$ cat src/assert_macros.svh
// ---------------------------------------------------------------------------
// assert_macros.svh
// Shared concurrent assertion macros, clocked on clk, quiet during reset.
// ---------------------------------------------------------------------------
`ifndef ASSERT_MACROS_SVH
`define ASSERT_MACROS_SVH

// property must hold at every rising edge out of reset
`define ASSERT_CLK(lbl, prop, msg) \
	lbl: assert property (@(posedge clk) disable iff (!arst_n) (prop)) else $error(msg);

// expression must never be true out of reset
`define ASSERT_NEVER(lbl, expr, msg) \
	lbl: assert property (@(posedge clk) disable iff (!arst_n) !(expr)) else $error(msg);

`endif

$ cat src/blm_pkg.sv
// ---------------------------------------------------------------------------
// blm_pkg
// Types, widths and constants of the battery level monitor.
// ---------------------------------------------------------------------------
package blm_pkg;

	localparam int SAMPLE_DEPTH = 16;
	localparam int SAMPLE_BITS  = 12;

	localparam int RAW_W    = 12;
	localparam int GAIN_W   = 24;
	localparam int OFFS_W   = 12;
	localparam int VOLT_W   = 15;
	localparam int PCT_W    = 7;
	localparam int LEVEL_W  = 2;
	localparam int CFG_IDX_W = 2;
	localparam int CFG_DATA_W = GAIN_W;

	localparam int PTR_W  = (SAMPLE_DEPTH > 1) ? $clog2(SAMPLE_DEPTH) : 1;
	localparam int FILL_W = $clog2(SAMPLE_DEPTH + 1);
	localparam int SUM_W  = SAMPLE_BITS + $clog2(SAMPLE_DEPTH);
	localparam int PROD_W = SUM_W + GAIN_W;
	localparam int Q_FRAC = 16;

	// average dividend is the product with the Q16 fraction dropped
	localparam int AVG_NUM_W = PROD_W - Q_FRAC;
	// (volt - empty) * 100
	localparam int PCT_NUM_W = VOLT_W + PCT_W;
	localparam int DIV_NUM_W = (AVG_NUM_W > PCT_NUM_W) ? AVG_NUM_W : PCT_NUM_W;
	// divisor is either fill count or a voltage span
	localparam int DIV_DEN_W = (FILL_W > VOLT_W) ? FILL_W : VOLT_W;
	localparam int DIV_CNT_W = $clog2(DIV_NUM_W);

	localparam logic [VOLT_W-1:0] VOLT_MAX   = '1;
	localparam logic [PCT_W-1:0]  PCT_FULL   = PCT_W'(100);
	localparam logic [PCT_W-1:0]  PCT_GREEN_ABOVE = PCT_W'(40);
	localparam logic [PCT_W-1:0]  PCT_AMBER_ABOVE = PCT_W'(15);

	localparam logic [GAIN_W-1:0] GAIN_RST  = GAIN_W'(105626);
	localparam logic [OFFS_W-1:0] OFFS_RST  = '0;
	localparam logic [VOLT_W-1:0] EMPTY_RST = VOLT_W'(3300);
	localparam logic [VOLT_W-1:0] FULL_RST  = VOLT_W'(4200);

	typedef enum logic [CFG_IDX_W-1:0] {
		REG_VOLT_GAIN,
		REG_VOLT_OFFSET,
		REG_CELL_EMPTY,
		REG_CELL_FULL
	} cfg_reg_t;

	typedef enum logic [LEVEL_W-1:0] {
		LVL_RED,
		LVL_AMBER,
		LVL_GREEN
	} level_t;

	typedef enum logic [3:0] {
		ST_IDLE,
		ST_READ,
		ST_MUL,
		ST_AVG_START,
		ST_AVG_WAIT,
		ST_PCT_SETUP,
		ST_PCT_START,
		ST_PCT_WAIT,
		ST_DONE
	} state_t;

	typedef struct packed {
		logic                 start;
		logic [DIV_NUM_W-1:0] dividend;
		logic [DIV_DEN_W-1:0] divisor;
	} div_req_t;

	typedef struct packed {
		logic                 busy;
		logic                 done;
		logic [DIV_NUM_W-1:0] quotient;
	} div_rsp_t;

endpackage

$ cat src/blm_div.sv
// ---------------------------------------------------------------------------
// blm_div
// Restoring unsigned divider, one quotient bit per cycle.
// ---------------------------------------------------------------------------
module blm_div
	import blm_pkg::*;
(
	input  logic     clk,
	input  logic     arst_n,
	input  div_req_t req,
	output div_rsp_t rsp
);

	logic                 busy_q;
	logic                 done_q;
	logic [DIV_CNT_W-1:0] cnt_q;
	logic [DIV_NUM_W-1:0] num_q;   // dividend in, quotient out
	logic [DIV_DEN_W:0]   rem_q;
	logic [DIV_DEN_W-1:0] den_q;

	logic [DIV_DEN_W:0] trial;
	logic [DIV_DEN_W:0] diff;
	logic               ge;

	assign trial = {rem_q[DIV_DEN_W-1:0], num_q[DIV_NUM_W-1]};
	assign ge    = trial >= {1'b0, den_q};
	assign diff  = trial - {1'b0, den_q};

	always_ff @(posedge clk or negedge arst_n) begin
		if (!arst_n) begin
			busy_q <= 1'b0;
			done_q <= 1'b0;
			cnt_q  <= '0;
		end else begin
			done_q <= 1'b0;
			if (req.start) begin
				busy_q <= 1'b1;
				cnt_q  <= '0;
			end else if (busy_q) begin
				if (cnt_q == DIV_CNT_W'(DIV_NUM_W - 1)) begin
					busy_q <= 1'b0;
					done_q <= 1'b1;
				end
				cnt_q <= cnt_q + 1'b1;
			end
		end
	end

	always_ff @(posedge clk) begin
		if (req.start) begin
			num_q <= req.dividend;
			den_q <= req.divisor;
			rem_q <= '0;
		end else if (busy_q) begin
			num_q <= {num_q[DIV_NUM_W-2:0], ge};
			rem_q <= ge ? diff : trial;
		end
	end

	assign rsp.busy     = busy_q;
	assign rsp.done     = done_q;
	assign rsp.quotient = num_q;

endmodule

$ cat src/battery_level_monitor_top.sv
// ---------------------------------------------------------------------------
// battery_level_monitor_top
// Moving-average battery gauge: ring average, calibration, percent, level.
// ---------------------------------------------------------------------------
// One word on the sample channel gives one word on the result channel. Each
// sample enters a 16-entry ring held in a synchronous RAM; the block reads
// the slot it overwrites, corrects the running sum and writes the new sample
// back. The average over the samples held so far (all 16 once the ring has
// filled) is scaled by the Q16 gain, offset, saturated to 0..32767 mV, and
// turned into a truncated percent between the empty and full cell voltages
// and a red/amber/green level (green above 40 %, amber above 15 %). One
// sample is in work at a time. Most of the time goes to the shared
// bit-serial divider: once for the average and, unless the voltage lies at
// or outside the empty/full limits, once for the percent. A finished result
// sits in the output register, so the next sample is taken while it waits.
// After reset the ring reads as zeros through per-slot valid flags; there is
// no clearing pass. The user must see that registers are written only while
// the block is idle; the block itself does not enforce it.
// ---------------------------------------------------------------------------
`include "assert_macros.svh"

module battery_level_monitor_top
	import blm_pkg::*;
(
	input  logic                  clk,
	input  logic                  arst_n,
	// configuration
	input  logic                  cfg_we,
	input  logic [CFG_IDX_W-1:0]  cfg_index,
	input  logic [CFG_DATA_W-1:0] cfg_wdata,
	// sample word
	input  logic                  sample_valid,
	output logic                  sample_stall,
	input  logic [RAW_W-1:0]      raw_sample,
	// result word
	output logic                  result_valid,
	input  logic                  result_stall,
	output logic [VOLT_W-1:0]     voltage_mv,
	output logic [PCT_W-1:0]      percent,
	output logic [LEVEL_W-1:0]    level
);

	// configuration registers
	logic [GAIN_W-1:0] gain_q;
	logic [OFFS_W-1:0] offs_q;
	logic [VOLT_W-1:0] empty_q;
	logic [VOLT_W-1:0] full_q;

	always_ff @(posedge clk or negedge arst_n) begin
		if (!arst_n) begin
			gain_q  <= GAIN_RST;
			offs_q  <= OFFS_RST;
			empty_q <= EMPTY_RST;
			full_q  <= FULL_RST;
		end else if (cfg_we) begin
			unique case (cfg_reg_t'(cfg_index))
				REG_VOLT_GAIN:   gain_q  <= cfg_wdata[GAIN_W-1:0];
				REG_VOLT_OFFSET: offs_q  <= cfg_wdata[OFFS_W-1:0];
				REG_CELL_EMPTY:  empty_q <= cfg_wdata[VOLT_W-1:0];
				REG_CELL_FULL:   full_q  <= cfg_wdata[VOLT_W-1:0];
				default:         ;
			endcase
		end
	end

	// control
	state_t state_q, state_d;
	logic   accept;
	logic   out_free;
	logic   mem_re, mem_we;
	logic   pct_low, pct_high;
	div_req_t div_req;
	div_rsp_t div_rsp;

	assign accept   = sample_valid && !sample_stall;
	assign out_free = !result_valid || !result_stall;

	// ring state
	logic [SAMPLE_BITS-1:0]  ring_mem [SAMPLE_DEPTH];
	logic [SAMPLE_BITS-1:0]  ring_rd_q;
	logic [SAMPLE_DEPTH-1:0] vld_q;     // slot written since reset
	logic [PTR_W-1:0]        wp_q;
	logic [FILL_W-1:0]       fill_q;
	logic [SUM_W-1:0]        sum_q;
	logic [SAMPLE_BITS-1:0]  raw_q;
	logic [SAMPLE_BITS-1:0]  old_smp;

	assign old_smp = vld_q[wp_q] ? ring_rd_q : '0;

	// datapath
	logic [PROD_W-1:0]    prod_q;
	logic [VOLT_W-1:0]    volt_q;
	logic [PCT_W-1:0]     pct_q;
	logic [PCT_NUM_W-1:0] pnum_q;
	logic [VOLT_W-1:0]    pden_q;

	logic [DIV_NUM_W+1:0] mv_sum;      // signed: quotient plus offset
	logic [VOLT_W-1:0]    volt_sat;
	logic [VOLT_W-1:0]    volt_span;

	assign mv_sum = $signed({2'b00, div_rsp.quotient})
		+ $signed({{(DIV_NUM_W+2-OFFS_W){offs_q[OFFS_W-1]}}, offs_q});

	always_comb begin
		if (mv_sum[DIV_NUM_W+1])
			volt_sat = '0;
		else if (mv_sum[DIV_NUM_W:0] > (DIV_NUM_W+1)'(VOLT_MAX))
			volt_sat = VOLT_MAX;
		else
			volt_sat = mv_sum[VOLT_W-1:0];
	end

	assign pct_low   = volt_q <= empty_q;
	assign pct_high  = volt_q >= full_q;
	assign volt_span = volt_q - empty_q;

	// next state
	always_comb begin
		state_d = state_q;
		unique case (state_q)
			ST_IDLE:      if (accept) state_d = ST_READ;
			ST_READ:      state_d = ST_MUL;
			ST_MUL:       state_d = ST_AVG_START;
			ST_AVG_START: state_d = ST_AVG_WAIT;
			ST_AVG_WAIT:  if (div_rsp.done) state_d = ST_PCT_SETUP;
			ST_PCT_SETUP: state_d = (pct_low || pct_high) ? ST_DONE : ST_PCT_START;
			ST_PCT_START: state_d = ST_PCT_WAIT;
			ST_PCT_WAIT:  if (div_rsp.done) state_d = ST_DONE;
			ST_DONE:      if (out_free) state_d = ST_IDLE;
			default:      state_d = ST_IDLE;
		endcase
	end

	// control outputs
	always_comb begin
		sample_stall     = (state_q != ST_IDLE);
		mem_re           = accept;
		mem_we           = (state_q == ST_READ);
		div_req.start    = (state_q == ST_AVG_START) || (state_q == ST_PCT_START);
		div_req.dividend = '0;
		div_req.divisor  = '0;
		if (state_q == ST_AVG_START) begin
			div_req.dividend = DIV_NUM_W'(prod_q[PROD_W-1:Q_FRAC]);
			div_req.divisor  = DIV_DEN_W'(fill_q);
		end else begin
			div_req.dividend = DIV_NUM_W'(pnum_q);
			div_req.divisor  = DIV_DEN_W'(pden_q);
		end
	end

	always_ff @(posedge clk or negedge arst_n) begin
		if (!arst_n)
			state_q <= ST_IDLE;
		else
			state_q <= state_d;
	end

	// ring RAM, one read port and one write port
	always_ff @(posedge clk) begin
		if (mem_we)
			ring_mem[wp_q] <= raw_q;
		if (mem_re)
			ring_rd_q <= ring_mem[wp_q];
	end

	// ring bookkeeping
	always_ff @(posedge clk or negedge arst_n) begin
		if (!arst_n) begin
			vld_q  <= '0;
			wp_q   <= '0;
			fill_q <= '0;
			sum_q  <= '0;
		end else if (mem_we) begin
			vld_q[wp_q] <= 1'b1;
			sum_q       <= sum_q - SUM_W'(old_smp) + SUM_W'(raw_q);
			wp_q        <= (wp_q == PTR_W'(SAMPLE_DEPTH - 1)) ? '0 : wp_q + 1'b1;
			if (fill_q != FILL_W'(SAMPLE_DEPTH))
				fill_q <= fill_q + 1'b1;
		end
	end

	// datapath registers
	always_ff @(posedge clk) begin
		if (accept)
			raw_q <= raw_sample[SAMPLE_BITS-1:0];
		if (state_q == ST_MUL)
			prod_q <= PROD_W'(sum_q) * PROD_W'(gain_q);
		if (state_q == ST_AVG_WAIT && div_rsp.done)
			volt_q <= volt_sat;
		if (state_q == ST_PCT_SETUP) begin
			pnum_q <= PCT_NUM_W'(volt_span) * PCT_NUM_W'(PCT_FULL);
			pden_q <= full_q - empty_q;
			if (pct_low)
				pct_q <= '0;
			else if (pct_high)
				pct_q <= PCT_FULL;
		end
		if (state_q == ST_PCT_WAIT && div_rsp.done)
			pct_q <= div_rsp.quotient[PCT_W-1:0];   // below 100 here
	end

	blm_div u_div (
		.clk    (clk),
		.arst_n (arst_n),
		.req    (div_req),
		.rsp    (div_rsp)
	);

	// output register
	logic              res_valid_q;
	logic [VOLT_W-1:0] res_volt_q;
	logic [PCT_W-1:0]  res_pct_q;
	level_t            res_lvl_q;
	level_t            lvl_d;

	always_comb begin
		if (pct_q > PCT_GREEN_ABOVE)
			lvl_d = LVL_GREEN;
		else if (pct_q > PCT_AMBER_ABOVE)
			lvl_d = LVL_AMBER;
		else
			lvl_d = LVL_RED;
	end

	always_ff @(posedge clk or negedge arst_n) begin
		if (!arst_n)
			res_valid_q <= 1'b0;
		else if (state_q == ST_DONE && out_free)
			res_valid_q <= 1'b1;
		else if (!result_stall)
			res_valid_q <= 1'b0;
	end

	always_ff @(posedge clk) begin
		if (state_q == ST_DONE && out_free) begin
			res_volt_q <= volt_q;
			res_pct_q  <= pct_q;
			res_lvl_q  <= lvl_d;
		end
	end

	assign result_valid = res_valid_q;
	assign voltage_mv   = res_volt_q;
	assign percent      = res_pct_q;
	assign level        = res_lvl_q;

	// checks
	`ASSERT_NEVER(a_fill_range, fill_q > FILL_W'(SAMPLE_DEPTH), "fill count beyond ring depth")
	`ASSERT_CLK(a_pct_range, result_valid |-> percent <= PCT_FULL, "percent above 100")
	`ASSERT_CLK(a_div_owner, div_rsp.done |-> (state_q == ST_AVG_WAIT || state_q == ST_PCT_WAIT), "divider result with no waiting stage")
	`ASSERT_CLK(a_lvl_match, result_valid |-> ((level == LVL_GREEN) == (percent > PCT_GREEN_ABOVE)), "level disagrees with percent")

endmodule

$ cat config.mk
export PLATFORM = sky130hd
export DESIGN_NAME = battery_level_monitor_top
export DESIGN_NICKNAME = d
export VERILOG_FILES = /design/src/blm_pkg.sv /design/src/blm_div.sv /design/src/battery_level_monitor_top.sv
export VERILOG_INCLUDE_DIRS = /design/src /design/src/src
export SDC_FILE = /design/constraint.sdc
export NUM_CORES = 2
export LEC_CHECK = 0
export BUFFER_PORTS_ARGS = -buffer_cell sky130_fd_sc_hd__buf_2
export CORE_MARGIN = 2
export CORE_UTILIZATION = 54
export DETAILED_ROUTE_END_ITERATION = 7
export PLACE_DENSITY = 0.7
export SYNTH_ARGS = -nofsm -noshare
export SYNTH_HDL_FRONTEND = slang
export SYNTH_HIERARCHICAL = 1
export SYNTH_SLANG_ARGS = --single-unit
export TNS_END_PERCENT = 10
$ cat constraint.sdc
create_clock -name clk -period 12.6 [get_ports clk]
set_clock_uncertainty 0.2 [all_clocks]
set_input_delay 0.63 -clock clk [delete_from_list [all_inputs] [get_ports clk]]
set_output_delay 0.63 -clock clk [all_outputs]
set_load 0.03 [all_outputs]
==> results.yml <==
status:
  outcome: "complete, no violations"
clock_network:
  holdBufCountCts: 13
  clkTransAtPathRegs_ps: 70
  cts_tree: "built"
  cts_root_buffer: "clkbuf_16"
  htree_levels: 2
  clock_sinks: 494
  clock_latency_ps: 660
  cts_buffers: 54
  clockBufferDepth: 3
  cts_setup_buffers: 0
  post_cts_resized: 0
timing:
  finalCritPeriodShare_pct: 59.9
  finalCriticalPeriod_ps: 7550
  setup_viol: 0
  slew_viol_final: 0
  grt_setup_unrepaired: "no"
  max_slew_margin_pct: 17.1
  tns_ps: 0
  hold_violations: 0
  fmaxAchievable_ghz: 0.133
  worst-slew-pin-transition_ps: 1240
floorplan:
  core-area_um2: 67300
  rows: 95
  fp.dieArea_um2: 70100
  io_pins: 69
  initial_core_util_pct: 54.6
  die_h_um: 265
  die_w_um: 265
placed_design:
  port_buffers: 68
  dpl.hpwl_mm: 63.2
  place.gp.congestion: 0.914
worst_setup_path:
  cp_data_arrival_time_ps: 7670
  critPathLaunch: "sum_q[6]$_DFFE_PN0P_"
  start_kind: "register"
  path_class: "reg -> reg"
  critPathTopFamily: "adder cells"
  r2r_start: "sum_q[6]$_DFFE_PN0P_"
  path_cells: "nand2_1 > fa_1 > inv_1 > fa_1 > inv_1 > fa_1 > inv_1 > fa_1 > fa_1 > inv_1 > fa_1 > inv_1 > ha_1 > a21o_1 > a21oi_1 > o21ai_0 > a2111o_1 > o31ai_2 > nand4_1 > a2111oi_2 > nor3b_1"
  path_buf_inv: 5
  cpMaxStageDelayCell: "dfrtp_1"
  crit_fanout: 26
  critPathMostFrequentCell: "fa_1"
  required_ps: 12720
  max_stage_delay_ps: 1000
  cp-end-kind: "register"
route:
  firstDrtPassIters: 5
  ant_nets: 0
  routed_via_density: 5.73
  drcViolationCount: 0
  initialDrtViolationCount: 1763
  routed_wirelength_mm: 86.5
  vias: 23900
  wl_per_cell_um: 20.7
hold_path:
  hp-class: "in -> reg"
  min-delay-start: "result_stall"
layout:
  drive_gt1_share_pct: 13.6
  areaGrowthSynthToFinish_pct: 8.77
  antennaDiodeCount: 0
  fillCellCount: 5370
  nNetsFinal: 3896
synthesis:
  avgSynthCellArea_um2: 11.5
  netlist_instances: 3207
  ys_warn_count: 6
  syn-cell-area_um2: 36700
  syn-num-nets: 3847
global_route:
  track_usage_pct: 25.2
  grt_max_degree: 66
  grt_pass1_vias: 25100
  antenna_found_initial: 1
  grt_pass1_wl_mm: 137
  overflow: 0
run:
  maxCapViolCount: 0
[layout by cell type (no fill, tap or decap), drive strengths merged, types with 13 or more instances in the layout]
cell         instances
clkinv              22
nand2              317
fa                 331
ha                 266
nand2b              20
buf                 94
inv                542
nand3               28
o21bai              16
dfstp               19
nand4               20
or2                 20
dfxtp               15
a31oi               29
a211oi              17
xnor2               65
a21o                47
and3                14
edfxtp             360
nor2b               23
mux4                65
nor3                35
mux2               116
clkbuf              68
nor2               103
a21oi               84
and2               184
o21ai               77
dfrtp              100
xor2                39
dlygate4sd3         13
[stage by stage]
step,setup slack (ps),instances,utilization [%],cell area (um2),hold WS [ps]
6_report,5050,4174,59.4,40000,67.1
5_1_grt,4710,4174,59.4,40000,64.7
4_1_cts,5090,4174,59.4,40000,42.7
3_5_place_dp,5190,4060,56.5,38000,245
3_3_place_gp,5480,4060,56.5,38000,232
2_1_floorplan,5930,3207,-,36700,134
[layout make-up]
cell class	instances	area (um2)	area share [%]
multi-input combinational	2059	20200	50.6
inverter	540	2030	5.07
timing repair buffer	107	672	1.68
tap	873	1090	2.73
clock buffer	68	1430	3.59
sequential	494	14100	35.3
clock inverter	33	388	0.971
[worst register-to-register path, stage by stage (launching register included)]
cell,delay [ps]
dfrtp_1,1000
nand2_1,210
fa_1,600
inv_1,60
fa_1,530
inv_1,50
fa_1,510
inv_1,50
fa_1,460
fa_1,550
inv_1,60
fa_1,520
inv_1,40
ha_1,360
a21o_1,210
a21oi_1,180
o21ai_0,160
a2111o_1,480
o31ai_2,270
nand4_1,240
a2111oi_2,370
nor3b_1,100
[metal layers]
layer | global-route usage (%) | wire length (um)
met5 | 0 | 0
met4 | 6.83 | 2080
met3 | 5.25 | 6410
met2 | 40.7 | 40700
met1 | 34.9 | 37300
[state kept, by name (all words and copies together) (netlist names), 15 cells and up]
name         count
gain_q          24
sum_q           16
voltage_mv      15
full_q          15
pnum_q          20
prod_q          24
vld_q           16
empty_q         15
u_div/den_q     15
u_div/rem_q     15
pden_q          15
u_div/num_q     24
volt_q          15
ring_mem       192
[final timing paths]
kind                            slack, ps  cells after the start                        to
worst max register to register       5050                     21      prod_q[39]$_DFFE_PP_
worst min register to register        270                      1      vld_q[2]$_DFFE_PN0P_
worst max-delay path                 5050                     21      prod_q[39]$_DFFE_PP_
worst min-delay path                   70                      3  result_valid$_DFFE_PN0P_
min in group asynchronous             410                      2   empty_q[14]$_DFFE_PN0P_
max in group asynchronous           10460                      3       wp_q[0]$_DFFE_PN0P_
Power is not shown: default switching activity piles up to over one toggle a cycle in this logic, so the estimate is an artifact.
